`src/sews_pkg.sv`:
```
// Shared types and constants for the scan encoder window sequencer.
// No dependencies; imported by sews_step and scan_encoder_window_sequencer.
package sews_pkg;

    localparam int unsigned TIME_W   = 16;
    localparam int unsigned POS_W    = 16;
    localparam int unsigned PERIOD_W = 10;
    localparam int unsigned WORD_W   = 16;
    localparam int unsigned DRIVE_W  = 2;
    localparam int unsigned TP_W     = 10;
    localparam int unsigned ZP_W     = 12;
    localparam int unsigned HW_W     = 11;
    localparam int unsigned CFG_IDX_W  = 2;
    localparam int unsigned CFG_DATA_W = 12;
    localparam int unsigned S_TDATA_W  = 40;
    localparam int unsigned M_TDATA_W  = 48;

    localparam logic [PERIOD_W-1:0] PERIOD_CLAMP     = 10'd1000;
    localparam logic [15:0]         REF_SAMPLE_LIMIT = 16'd2000;
    localparam logic signed [17:0]  REF_MAX          = 18'sd20000;
    localparam logic signed [15:0]  REF_FALLBACK     = 16'sd200;
    localparam logic [10:0]         DRIVE_DEADBAND   = 11'd5;

    localparam logic [TP_W-1:0] TARGET_PERIOD_RST = 10'd257;
    localparam logic [ZP_W-1:0] ZERO_POSITION_RST = 12'd750;
    localparam logic [HW_W-1:0] HALF_WIDTH_RST    = 11'd145;

    localparam logic [CFG_IDX_W-1:0] CFG_TARGET_PERIOD = 2'd0;
    localparam logic [CFG_IDX_W-1:0] CFG_ZERO_POSITION = 2'd1;
    localparam logic [CFG_IDX_W-1:0] CFG_HALF_WIDTH    = 2'd2;

    localparam logic [DRIVE_W-1:0] DRIVE_HOLD = 2'd0;
    localparam logic [DRIVE_W-1:0] DRIVE_SLOW = 2'd1;
    localparam logic [DRIVE_W-1:0] DRIVE_FAST = 2'd2;

    localparam logic [WORD_W-1:0] SYNC_CODE_DIFFER = 16'd3;

    typedef struct packed {
        logic [TP_W-1:0] target_period;
        logic [ZP_W-1:0] zero_position;
        logic [HW_W-1:0] half_width;
    } sews_cfg_t;

    typedef struct packed {
        logic [TIME_W-1:0] edge_time;
        logic              sync_level;
        logic [15:0]       distance_sample;
    } sews_in_t;

    typedef struct packed {
        logic                send_valid;
        logic [WORD_W-1:0]   send_word;
        logic                header_due;
        logic [DRIVE_W-1:0]  motor_drive;
        logic [POS_W-1:0]    rotation_length;
        logic [PERIOD_W-1:0] edge_period;
    } sews_out_t;

endpackage

```
`src/scan_encoder_window_sequencer.sv`:
```
// Top level of the scan encoder window sequencer: stream ports, configuration
// registers and result register. Depends on sews_pkg and sews_step.

// Each input beat is one encoder edge and produces exactly one result beat.
// The block takes one edge per clock cycle unless a held result stalls it; the
// result is registered and appears in the cycle after acceptance, and the
// tracking state is updated in that same cycle, so back-to-back edges see each
// other's effect. A single result register holds a waiting beat, and a new
// edge is taken whenever that register is empty or being drained. Configuration
// writes are always ready and should be issued only while no result is pending.
module scan_encoder_window_sequencer
    import sews_pkg::*;
(
    input  logic                  aclk,
    input  logic                  aresetn,
    input  logic                  s_tvalid,
    output logic                  s_tready,
    // Fields from bit 0: edge_time[15:0], sync_level[16], distance_sample[32:17].
    input  logic [S_TDATA_W-1:0]  s_tdata,
    output logic                  m_tvalid,
    input  logic                  m_tready,
    // Fields from bit 0: send_valid[0], send_word[16:1], header_due[17],
    // motor_drive[19:18], rotation_length[35:20], edge_period[45:36].
    output logic [M_TDATA_W-1:0]  m_tdata,
    input  logic                  cfg_valid,
    output logic                  cfg_ready,
    input  logic [CFG_IDX_W-1:0]  cfg_index,
    input  logic [CFG_DATA_W-1:0] cfg_data
);

    sews_cfg_t cfg_reg;
    sews_in_t  in_beat;
    sews_out_t step_result;
    sews_out_t out_reg;
    logic      out_valid_reg;
    logic      accept;

    assign cfg_ready = 1'b1;
    assign s_tready  = !out_valid_reg || m_tready;
    assign accept    = s_tvalid && s_tready;

    assign in_beat.edge_time       = s_tdata[15:0];
    assign in_beat.sync_level      = s_tdata[16];
    assign in_beat.distance_sample = s_tdata[32:17];

    always_ff @(posedge aclk) begin
        if (!aresetn) begin
            cfg_reg.target_period <= TARGET_PERIOD_RST;
            cfg_reg.zero_position <= ZERO_POSITION_RST;
            cfg_reg.half_width    <= HALF_WIDTH_RST;
        end else if (cfg_valid && cfg_ready) begin
            case (cfg_index)
                CFG_TARGET_PERIOD: cfg_reg.target_period <= cfg_data[TP_W-1:0];
                CFG_ZERO_POSITION: cfg_reg.zero_position <= cfg_data[ZP_W-1:0];
                CFG_HALF_WIDTH:    cfg_reg.half_width    <= cfg_data[HW_W-1:0];
                default: begin
                end
            endcase
        end
    end

    sews_step u_step (
        .aclk    (aclk),
        .aresetn (aresetn),
        .accept  (accept),
        .in_beat (in_beat),
        .cfg     (cfg_reg),
        .result  (step_result)
    );

    always_ff @(posedge aclk) begin
        if (!aresetn) begin
            out_valid_reg <= 1'b0;
        end else if (accept) begin
            out_valid_reg <= 1'b1;
        end else if (m_tready) begin
            out_valid_reg <= 1'b0;
        end
    end

    always_ff @(posedge aclk) begin
        if (accept) begin
            out_reg <= step_result;
        end
    end

    assign m_tvalid = out_valid_reg;
    assign m_tdata  = {2'b00, out_reg.edge_period, out_reg.rotation_length,
                       out_reg.motor_drive, out_reg.header_due, out_reg.send_word,
                       out_reg.send_valid};

`ifndef SYNTHESIS
    a_ready_when_empty: assert property (@(posedge aclk) disable iff (!aresetn)
        !m_tvalid |-> s_tready)
        else $error("Input stalled while the result register is empty.");

    a_result_follows_accept: assert property (@(posedge aclk) disable iff (!aresetn)
        (s_tvalid && s_tready) |=> m_tvalid)
        else $error("Accepted edge produced no result beat.");

    a_drive_code: assert property (@(posedge aclk) disable iff (!aresetn)
        m_tvalid |-> m_tdata[19:18] != 2'b11)
        else $error("Motor drive carries an unused code.");

    a_period_clamped: assert property (@(posedge aclk) disable iff (!aresetn)
        m_tvalid |-> m_tdata[45:36] <= PERIOD_CLAMP)
        else $error("Edge period exceeds the clamp.");

    a_header_no_send: assert property (@(posedge aclk) disable iff (!aresetn)
        m_tvalid |-> !(m_tdata[17] && m_tdata[0]))
        else $error("Header pulse coincides with a send word.");
`endif

endmodule

```
`src/sews_step.sv`:
```
// Per-edge state update and result logic of the window sequencer.
// Holds the tracking state; depends on sews_pkg.
module sews_step
    import sews_pkg::*;
(
    input  logic      aclk,
    input  logic      aresetn,
    input  logic      accept,
    input  sews_in_t  in_beat,
    input  sews_cfg_t cfg,
    output sews_out_t result
);

    logic [TIME_W-1:0]   last_time_reg;
    logic [PERIOD_W-1:0] period_now_reg;
    logic [POS_W-1:0]    position_reg;
    logic [POS_W-1:0]    revolution_count_reg;
    logic                capturing_reg;
    logic                sync_at_start_reg;
    logic                sync_at_stop_reg;
    logic signed [15:0]  zero_reference_reg;

    logic [TIME_W-1:0]   last_time_next;
    logic [PERIOD_W-1:0] period_now_next;
    logic [POS_W-1:0]    position_next;
    logic [POS_W-1:0]    revolution_count_next;
    logic                capturing_next;
    logic                sync_at_start_next;
    logic                sync_at_stop_next;
    logic signed [15:0]  zero_reference_next;

    logic [TIME_W-1:0]   delta;
    logic [PERIOD_W-1:0] period;
    logic [POS_W-1:0]    pos_inc;
    logic                zero_index;
    logic [POS_W-1:0]    win_open_pos;
    logic [POS_W-1:0]    win_close_pos;
    logic [POS_W-1:0]    header_pos;
    logic [POS_W-1:0]    sync_pos;
    logic signed [17:0]  ref_ext;
    logic signed [17:0]  ref_diff;
    logic signed [17:0]  ref_step_q;
    logic signed [17:0]  ref_sum;
    logic [WORD_W-1:0]   sync_word;
    logic [10:0]         period_ext;
    logic [10:0]         target_ext;

    always_comb begin
        delta      = in_beat.edge_time - last_time_reg;
        period     = (delta > {6'd0, PERIOD_CLAMP}) ? PERIOD_CLAMP : delta[PERIOD_W-1:0];
        pos_inc    = position_reg + 16'd1;
        zero_index = {period_now_reg, 1'b0} < {1'b0, period};

        win_open_pos  = {4'd0, cfg.zero_position} + {5'd0, cfg.half_width};
        win_close_pos = {4'd0, cfg.zero_position} - {5'd0, cfg.half_width};
        header_pos    = {4'd0, cfg.zero_position} - 16'd1;
        sync_pos      = win_close_pos + 16'd1;

        ref_ext    = {{2{zero_reference_reg[15]}}, zero_reference_reg};
        ref_diff   = $signed({2'b00, in_beat.distance_sample}) - ref_ext;
        ref_step_q = ref_diff[17] ? ((ref_diff + 18'sd7) >>> 3) : (ref_diff >>> 3);
        ref_sum    = ref_ext + ref_step_q;

        sync_word  = (sync_at_start_reg != sync_at_stop_reg) ? SYNC_CODE_DIFFER
                   : {15'd0, sync_at_start_reg} + 16'd1;

        last_time_next        = in_beat.edge_time;
        period_now_next       = period;
        position_next         = zero_index ? '0 : pos_inc;
        revolution_count_next = zero_index ? pos_inc : revolution_count_reg;
        capturing_next        = capturing_reg;
        sync_at_start_next    = sync_at_start_reg;
        sync_at_stop_next     = sync_at_stop_reg;
        zero_reference_next   = zero_reference_reg;

        result = '0;

        if (!capturing_reg && position_next == win_open_pos) begin
            capturing_next     = 1'b1;
            sync_at_start_next = in_beat.sync_level;
        end else if (capturing_reg && position_next == win_close_pos) begin
            capturing_next    = 1'b0;
            sync_at_stop_next = in_beat.sync_level;
        end else if (!capturing_reg && position_next == header_pos) begin
            result.header_due = 1'b1;
            if (in_beat.distance_sample < REF_SAMPLE_LIMIT) begin
                if (ref_sum > REF_MAX || ref_sum < 18'sd0) begin
                    zero_reference_next = REF_FALLBACK;
                end else begin
                    zero_reference_next = ref_sum[15:0];
                end
            end
        end else if (!capturing_reg && position_next == sync_pos) begin
            result.send_valid = 1'b1;
            result.send_word  = sync_word;
        end

        if (capturing_next) begin
            result.send_valid = 1'b1;
            result.send_word  = ($signed({2'b00, in_beat.distance_sample}) > ref_ext)
                              ? (in_beat.distance_sample - zero_reference_reg) : '0;
        end

        period_ext = {1'b0, period};
        target_ext = {1'b0, cfg.target_period};
        if (target_ext > period_ext + DRIVE_DEADBAND) begin
            result.motor_drive = DRIVE_SLOW;
        end else if (period_ext > target_ext + DRIVE_DEADBAND) begin
            result.motor_drive = DRIVE_FAST;
        end else begin
            result.motor_drive = DRIVE_HOLD;
        end

        result.rotation_length = revolution_count_next;
        result.edge_period     = period;
    end

    always_ff @(posedge aclk) begin
        if (!aresetn) begin
            last_time_reg        <= '0;
            period_now_reg       <= '0;
            position_reg         <= '0;
            revolution_count_reg <= '0;
            capturing_reg        <= 1'b0;
            sync_at_start_reg    <= 1'b0;
            sync_at_stop_reg     <= 1'b0;
            zero_reference_reg   <= '0;
        end else if (accept) begin
            last_time_reg        <= last_time_next;
            period_now_reg       <= period_now_next;
            position_reg         <= position_next;
            revolution_count_reg <= revolution_count_next;
            capturing_reg        <= capturing_next;
            sync_at_start_reg    <= sync_at_start_next;
            sync_at_stop_reg     <= sync_at_stop_next;
            zero_reference_reg   <= zero_reference_next;
        end
    end

endmodule

```
`config.mk`:
```
export PLATFORM = sky130hd
export DESIGN_NAME = scan_encoder_window_sequencer
export DESIGN_NICKNAME = d
export VERILOG_FILES = /design/src/sews_pkg.sv /design/src/scan_encoder_window_sequencer.sv /design/src/sews_step.sv
export SDC_FILE = /design/constraint.sdc
export NUM_CORES = 1
export LEC_CHECK = 0
export BUFFER_PORTS_ARGS = -buffer_cell sky130_fd_sc_hd__buf_2
export CAP_MARGIN = 20
export CORE_ASPECT_RATIO = 1.5
export CORE_MARGIN = 2
export CORE_UTILIZATION = 50
export DETAILED_ROUTE_END_ITERATION = 6
export PLACE_DENSITY = 0.71
export SYNTH_ARGS = -nofsm -noshare
export SYNTH_HDL_FRONTEND = slang
export SYNTH_HIERARCHICAL = 1
export SYNTH_SLANG_ARGS = --single-unit
```
`constraint.sdc`:
```
create_clock -name aclk -period 9 [get_ports aclk]
set_input_delay 1.8 -clock aclk [delete_from_list [all_inputs] [get_ports aclk]]
set_output_delay 1.8 -clock aclk [all_outputs]
set_load 0.005 [all_outputs]
```
==> impl_results.md, run 1 <==
- Slew @ Worst Pin: 1.01 ns
- CORE AREA: 25900 µm²
- Max-slew headroom: around 33%
- Die ar.: 27800 µm²
- RSZ-0062 raised after global routing: no
- Post-Syn Area: 13200 µm²
- Worst vdd ir: 0.141 mV
- Initial antenna violation count: 0
- Port bufs: 99
- Postcts setup bufs: 0
- Final min period: 8.11 ns
- First-pass GRT wire length: a little under 60 mm
- CTS tree: built
- Vias in the first global route: roughly 12000
- Final worst path period share: 90.1%
- Cell row count: 72
- Cts hold-fix bufs: 0
- Synth async-reset ratio: 0%
- Clk Latency, worst-skew pair: 0.46 ns
- Setup Crit Path Kind: in -> reg
- PostCTS Resize Cnt: 0
- Hold Vio Cnt, Final: 0
- P&R area growth vs syn: 9.93%
- Most frequent cells in the layout: nand2_1, nor2_1, inv_1, dfxtp_1, ha_1
- Root buf cell: clkbuf_16
- Starting density of the core: 51.0%
- DRT Wirelength: 37.4 mm
- Starting DRT DRC Count: 730
- Flops & latches, synth: roughly 160
- Crit path launch type: primary input
- DRT Pass-1 Iters: 5
- Share of the core filled with cells: between 50% and 60%
- CP arrival: 8.49 ns
- Ports: 110
- Die Span Y: 203 µm
- Crit path max fanout: 15
- Final Wtd Congestion: about 1
- Final setup TNS: 0 ns
- Die width: 137 µm
- Layout fillers: around 2500
- Routed Antenna Nets: 0
- Syn Inst Count: 1616
- Total of max-cap violations: 0
- Largest net degree at the start of global routing: 54
- Synth Warn #: 6
- Post-DP HPWL: between 20 and 30 mm
- GRT Residual Overflow: 0
- Dominant synthesized flop cell: dfxtp_1
- F_max: 0.123 GHz
- DRC viols: 0
- Max reg flops: between 40 and 50
- Sequential-to-total area share from yosys stat: a little over a quarter
- CTS max path bufs: 2
- Reg clk slew, reported paths: 0.07 ns
- Status: finished, final reports clean
- Worst hold path type: reg -> reg
- Share of layout cells above drive strength 1: between 10% and 20%
- Number of synthesized flops with an enable pin: 46
- Vias: approximately 12000
- Total number of H-tree levels: 4
- Static Leakage: 5.85 nW
- TritonCTS Sinks: 157
- Nets: between 1500 and 2000
- PD cells: 139 nW/µm²
- Max-slew violations: 0
- Syn Area/Cell: 8.18 µm²
- Worst Setup End Kind: flop
- Number of buffers created by CTS: 17
- Drt wl/cell: 18.4 µm
- Synth unique cells: 100
- Overall routing resource usage: 27.2%
- Drt via density: between 5 and 6
- Worst path required time: 9.37 ns
- Clock Skews: around 0.012 ns
- Diodes inserted: 0
- Final count of negative-setup-slack endpoints: 0
==> worst paths after layout <==
kind / slack, ns / end / depth (start not counted) / from
setup / recovery: 0.89 / u_step/zero_reference_reg[2] / 25 / s_tdata[0]
hold / removal: 0.46 / u_step/revolution_count_reg[1] / 2 / u_step/revolution_count_reg[1]
setup reg to reg: 2.06 / u_step/zero_reference_reg[2] / 23 / u_step/last_time_reg[0]
hold reg to reg: 0.46 / u_step/revolution_count_reg[1] / 2 / u_step/revolution_count_reg[1]
==> through the flow <==
step	hold WS (ns)	power, mW	setup WS (ns)	cells	instance area [µm²]
global route	0.482	2.11	0.476	2032	14500
detailed placement	0.454	1.30	0.524	2000	14000
finish	0.465	2.02	0.887	2032	14500
CTS	0.463	2.03	0.979	2032	14500
global placement	0.443	1.29	0.580	1999	13900
floorplan	0.434	1.16	1.05	1617	13200
==> cells in the mapped netlist, types with 18 or more instances <==
library cell | number | share of area (%)
nand2_1 | 146 | 4.1
nor2_1 | 146 | 4.1
inv_1 | 117 | 3.3
dfxtp_1 | 111 | 17
ha_1 | 102 | 9.6
a21oi_1 | 87 | 3.3
xnor2_1 | 83 | 5.5
o21ai_0 | 75 | 2.8
mux2i_1 | 71 | 5.4
nor3_1 | 57 | 2.2
xor2_1 | 54 | 3.6
nand3_1 | 52 | 2.0
edfxtp_1 | 46 | 10
clkbuf_1 | 45 | 1.3
nor2b_1 | 24 | 1.1
a21o_1 | 21 | 1.2
nand4_1 | 20 | 0.95
nand2b_1 | 18 | 0.85
nor4_1 | 18 | 0.85
==> kinds of logic after synthesis <==
family	share of synthesized area [%]
other	0.0568
AND/OR/NAND/NOR	22.8
AO/OA/AOI/OAI	18.9
flip-flops	27.2
adder cells (fa/ha/maj)	10.4
XOR/XNOR	9.07
multiplexers	5.46
buffers and inverters	5.99
==> routing by layer <==
| layer | wire length, µm | track usage (%) | part of all wire, % |
|---|---|---|---|
| met1 | 14600 | 29.9 | 39 |
| met4 | 1920 | 14.8 | 5.1 |
| met2 | 19300 | 49.3 | 52 |
| met5 | 0 | 0 | 0 |
| met3 | 1540 | 4.28 | 4.1 |
==> worst max-delay path, stage by stage <==
cell	delay, ns
buf_2	0.10
inv_1	0.05
ha_1	0.16
inv_1	0.05
fa_1	0.44
a211oi_1	0.45
nor3_1	0.18
o2111ai_1	0.27
a21oi_1	0.12
nor3b_2	0.28
nand3_4	0.16
a311o_1	0.31
buf_4	0.19
nand2b_1	0.20
ha_1	0.33
a211oi_1	0.37
nor2_1	0.08
a311o_1	0.33
o21bai_1	0.59
nand2_1	0.32
a311oi_1	0.36
o311a_1	0.22
o2111ai_2	0.28
or4_4	0.68
o22ai_1	0.16
==> power breakdown <==
part           switching (mW)  total (mW)  leakage (nW)  internal [mW]
sequential             0.0176       0.768          1.35          0.750
combinational           0.326       0.523          4.22          0.197
clock                   0.316       0.729         0.285          0.413
==> final cells by class <==
| type | instances | area (µm²) | area share (%) |
|---|---|---|---|
| repair buffers | 121 | 657 | 4.52 |
| inverters | 117 | 439 | 3.02 |
| flip-flops and latches | 157 | 3600 | 24.8 |
| clock inverters | 14 | 158 | 1.08 |
| multi-input cells | 1272 | 8840 | 60.8 |
| clock buffers | 18 | 429 | 2.95 |
| well taps | 333 | 417 | 2.87 |
Power figures use the tool's default switching activity.
==> run 2: changes to the inputs <==
--- a/config.mk
+++ b/config.mk
@@ -10,7 +10,7 @@
 export CORE_ASPECT_RATIO = 1.5
 export CORE_MARGIN = 2
-export CORE_UTILIZATION = 50
+export CORE_UTILIZATION = 25
 export DETAILED_ROUTE_END_ITERATION = 6
-export PLACE_DENSITY = 0.71
+export PLACE_DENSITY = 0.42
 export SYNTH_ARGS = -nofsm -noshare
 export SYNTH_HDL_FRONTEND = slang
==> constraint.sdc (replaced) <==
create_clock -name aclk -period 9 [get_ports aclk]
set_input_delay 0.9 -clock aclk [delete_from_list [all_inputs] [get_ports aclk]]
set_output_delay 0.9 -clock aclk [all_outputs]
set_load 0.005 [all_outputs]
==> run 2 against run 1 <==
Net effect:
- via count down 1.3%
- global-route usage shrank 11 points
- die area up 97%
- clock-buffer cell count is 1 lower
- final cell count increased by 17%
- combinational power is 1% higher
- non-clock buffer count shrank 1
- largest cell class unchanged
==> impl_results.md, run 2 (same netlist as run 1, synthesis figures left out) <==
- Nets: 1851
- Met3 usage: 2.45%
- Sequential cell area: 3600 µm²
- Ports: 110
- P&R area growth vs syn: 13.3%
- Final count of negative-setup-slack endpoints: 0
- Final worst path period share: between 80% and 90%
- Final Wtd Congestion: 0.915
- Drt wl/cell: roughly 19 µm
- Hold Vio Cnt, Final: 0
- DRT Pass-1 Iters: 7
- Initial antenna violation count: 0
- Largest net degree at the start of global routing: 67
- Worst path required time: about 9.4 ns
- Number of buffers created by CTS: 17
- Port bufs: 99
- Cell row count: 103
- Drt via density: 5.03
- Routed Antenna Nets: 0
- Worst vdd ir: 0.141 mV
- RSZ-0062 raised after global routing: no
- PD cells: about 140 nW/µm²
- Starting DRT DRC Count: 554
- Multi-input gate area: ~8800 µm²
- Post-DP HPWL: between 30 and 40 mm
- Vias in the first global route: 11947
- Share of layout cells above drive strength 1: 11.5%
- Final WS setup: 1.39 ns
- Crit path launch type: primary input
- CORE AREA: 52500 µm²
- First-pass GRT wire length: 68.4 mm
- Cts hold-fix bufs: 0
- CTS max path bufs: 2
- Die Span Y: 286 µm
- Total number of H-tree levels: 4
- Worst slack, placed: about 0.88 ns
- Reg clk slew, reported paths: around 0.08 ns
- Vias: between 10000 and 15000
- Clk Latency, worst-skew pair: 0.47 ns
- Diodes inserted: 0
- Status: finished, final reports clean
- DRT Wirelength: approximately 44 mm
- Hold WS: 0.467 ns
- CTS tree: built
- Setup Crit Path Kind: in -> reg
- GRT Residual Overflow: 0
- Overall routing resource usage: 16.3%
- F_max: between 0.1 and 0.15 GHz
- DRC viols: 0
- Most Crowded Layer GR: met2
- Static Leakage: 5.85 nW
- TritonCTS Sinks: 157
- Max reg flops: 46
- Die ar.: 54800 µm²
- Total of max-cap violations: 0
- Max-slew headroom: 26.4%
- Postcts setup bufs: 0
- Most frequent cells in the layout: nand2_1, nor2_1, inv_1, dfxtp_1, ha_1
- Final setup TNS: 0 ns
- Worst hold path type: reg -> reg
- Starting density of the core: 25.2%
- Max-slew violations: 0
- Layout fillers: about 5700
- Crit path max fanout: 45
- Clock Skews: 0.0175 ns
- Die width: ~190 µm
- GR Layer Usage met2: 31.5%
- Root buf cell: clkbuf_16
- R2R setup slack: between 1.5 and 2 ns
- Met1 Usage GRT: 17.1%
- CP arrival: ~8 ns
- Slew @ Worst Pin: about 1.1 ns
- Worst Setup End Kind: flop
- Final min period: 7.61 ns
- PostCTS Resize Cnt: 0
[run 2: path summary, 6_finish.rpt]
check | endpoint | cells after the start | from
max | u_step/zero_reference_reg[2] | 26 | s_tdata[0]
min | u_step/revolution_count_reg[1] | 2 | u_step/revolution_count_reg[1]
max reg2reg | u_step/zero_reference_reg[2] | 24 | u_step/last_time_reg[0]
min reg2reg | u_step/revolution_count_reg[1] | 2 | u_step/revolution_count_reg[1]
[run 2: routing by layer]
layer / wire [µm] / share of wire, % / vias to the layer above
li1: - / - / 5957
met1: 16800 / 38 / 5631
met2: 24100 / 55 / 285
met3: 1550 / 3.5 / 96
met4: 1740 / 3.9 / 0
met5: 0 / 0 / -
[run 2: per-stage QoR]
step	power, mW	instances	area, µm²	utilization [%]
4_1_cts	2.08	2380	15000	28.6
5_1_grt	2.16	2380	15000	28.6
3_5_place_dp	1.31	2348	14400	27.4
3_3_place_gp	1.31	2348	14400	27.4
2_1_floorplan	1.16	1617	13200	-
6_report	2.05	2380	15000	28.6
[run 2: power by group]
group          internal, mW  switching, mW
clock                 0.374          0.375
combinational         0.195          0.333
sequential            0.750         0.0191
[run 2: layout make-up]
cell class / instances / area share (%)
Clock buffer: 17 / 2.84
Timing Repair Buffer: 120 / 4.36
Tap cell: 682 / 5.70
Inverter: 117 / 2.93
Clock inverter: 15 / 1.15
Sequential cell: 157 / 24.1
Multi-Input combinational cell: 1272 / 59.0
[run 2: worst max-delay path, cell delays in order]
cell and delay [ns]:
buf_2 0.11, inv_1 0.05, ha_1 0.17, inv_1 0.06, fa_1 0.45, a211oi_1 0.49
nor3_1 0.16, nor2_1 0.15, xnor2_1 0.22, nor4_1 0.45, a311o_1 0.39, buf_4 0.22
nor2_1 0.09, ha_1 0.37, and4b_1 0.32, nand4_1 0.12, a21oi_1 0.19, nand2_1 0.12
or4_4 0.50, nand3_4 0.21, buf_4 0.45, nand3_4 0.12, a2111oi_4 0.39, o2111ai_2 0.38
or4_4 0.73, o22ai_1 0.17
==> run 3: changes to the inputs <==
- PLACE_DENSITY: 0.42 -> 0.43
- clock period: 9 -> 6.11 ns (I/O delays scaled with it)
==> run 3 against run 2 <==
Net effect:
- critical path depth unchanged
- critical endpoint is now m_tdata[14]
- sequential cell count unchanged
- wire length grew 3.7%
==> impl_results.md, run 3 (same netlist as run 1, synthesis figures left out) <==
- Hold WS: about 0.4 ns
- Power share of the combinational group: between 30% and 40%
- Worst hold path type: in -> reg
- Post-Layout Cell Count: 2595
- Total of max-cap violations: 0
- Drt wl/cell: 17.7 µm
- Cell row count: 103
- CP arrival: 6.19 ns
- Critical path's slowest cell: or4_4
- RSZ-0062 raised after global routing: yes
- Most frequent cells in the layout: buf_4, nand2_1, nor2_1, inv_1, dfxtp_1
- Crit path top cell by count: inv_1
- Multi-input gate area: roughly 9300 µm²
- Status: finished, final reports clean
- Sw Pwr: approximately 1.1 mW
- Final WS setup: 0.100 ns
- Max-slew headroom: 32.6%
- First-pass GRT wire length: between 70 and 80 mm
- Root buf cell: clkbuf_16
- Final Wtd Congestion: 0.925
- Max reg flops: 46
- Hold Vio Cnt, Final: 0
- Crit path max fanout: 11
- Reg clk slew, reported paths: 0.07 ns
- P&R area growth vs syn: 29.1%
- DRT Pass-1 Iters: 4
- Share of the core filled with cells: 32.6%
- Vias in the first global route: between 10000 and 15000
- Starting density of the core: 25.2%
- Most common cell after layout, fill and taps aside: buf_4
- Setup Crit Path Kind: reg -> reg
- DRT Wirelength: 45.9 mm
- CTS tree: built
- Die Span Y: roughly 290 µm
- Max-slew violations: 0
- DRC viols: 0
- Ports: 110
- Final min period: 6.01 ns
- CORE AREA: 52500 µm²
- TritonCTS Sinks: 157
- Clock Skews: 0.0112 ns
- Worst Setup End Kind: flop
- Post-DP HPWL: 36.4 mm
- Final setup TNS: 0 ns
- Clk Latency, worst-skew pair: 0.46 ns
- Total number of H-tree levels: 4
- Static Leakage: 7.00 nW
- Int Power: 2.14 mW
- Port bufs: 99
- Crit path launch type: flop
- Vias: 12696
- Cts hold-fix bufs: 0
- Seq pwr share: a little over a third
- Worst slack, placed: -0.639 ns
- Nets: between 2000 and 2500
- Final count of negative-setup-slack endpoints: 0
- Sequential cell area: between 3000 and 4000 µm²
- Worst vdd ir: 0.212 mV
- Final worst path period share: 98.4%
- Number of buffers created by CTS: 17
- Largest net degree at the start of global routing: 66
- Layout fillers: around 5600
- Cells after DPL: approximately 2500
- Drt via density: a little under 5
- GRT Residual Overflow: 0
- Slew @ Worst Pin: between 1 and 1.5 ns
- F_max: 0.166 GHz
- Worst path required time: about 6.3 ns
- Die ar.: 54800 µm²
- Sw Share: 33.1%
- Diodes inserted: 0
- Overall routing resource usage: 16.8%
- Routed Antenna Nets: 0
- Slowest cell delay on critical path: 0.53 ns
- CTS max path bufs: 2
- PD cells: 187 nW/µm²
- Share of layout cells above drive strength 1: 25.1%
- Clock Power Share: 33.8%
- Die width: 192 µm
- Starting DRT DRC Count: 548
- Initial antenna violation count: 0
run 3: cell count changes in the layout (fill, tap and decap cells not counted), sizes merged:
| cell | change |
|---|---|
| inv | -3 |
| clkinv | -6 |
| buf | +214 |
| or4 | +1 |
| clkbuf | +9 |
run 3: final timing paths:
path | from | to | slack [ns] | depth (start not counted)
worst max register to register | u_step/last_time_reg[4] | m_tdata[14] | 0.1 | 26
worst min-delay path | s_tvalid | m_tvalid | 0.40 | 3
worst max-delay path | u_step/last_time_reg[4] | m_tdata[14] | 0.1 | 26
worst min register to register | u_step/revolution_count_reg[1] | u_step/revolution_count_reg[1] | 0.46 | 2
run 3: worst max-delay path, delay by kind of cell, from the launching register on:
kind | cells | cell delay, ns
flip-flops | 1 | 0.33
adder cells (fa/ha/maj) | 2 | 0.59
AND/OR/NAND/NOR | 10 | 2.34
buffers and inverters | 6 | 0.64
AO/OA/AOI/OAI | 8 | 1.83
run 3: layout make-up:
cell class                 instances  area share [%]
multi-input combinational       1273            54.4
sequential                       157            21.1
timing repair buffer             334            13.5
tap                              682            5.00
clock buffer                      26            3.11
inverter                         117            2.64
clock inverter                     6           0.264
run 3: what timing repair did:
action	4_1_cts	5_1_grt
setup buffers	1	15
setup endpoints to repair	33	36
gates cloned	1	0
pin swaps	6	37
resized for setup	18	63
run 3: per-layer routing:
layer / global-route usage (%) / wire length, µm / up-vias
met5: 0 / 0 / -
met2: 32.6 / 25300 / 232
met4: 8.08 / 1810 / 0
li1: - / - / 6371
met1: 17.7 / 17600 / 6016
met3: 1.88 / 1120 / 77
run 3: power by group through the flow:
stage          clock (mW)  sequential (mW)  combinational (mW)
2_1_floorplan           0             1.15               0.566
3_3_place_gp            0             1.16               0.935
3_5_place_dp            0             1.16               0.940
4_1_cts              1.13             1.13               0.954
5_1_grt              1.15             1.14                1.07
6_report             1.08             1.13               0.982
run 3: stage by stage:
stage               total power [mW]  cell area, µm²
floorplan                       1.71           13300
global placement                2.09           16000
detailed placement              2.10           16000
CTS                             3.21           16600
global route                    3.36           17100
finish                          3.20           17100
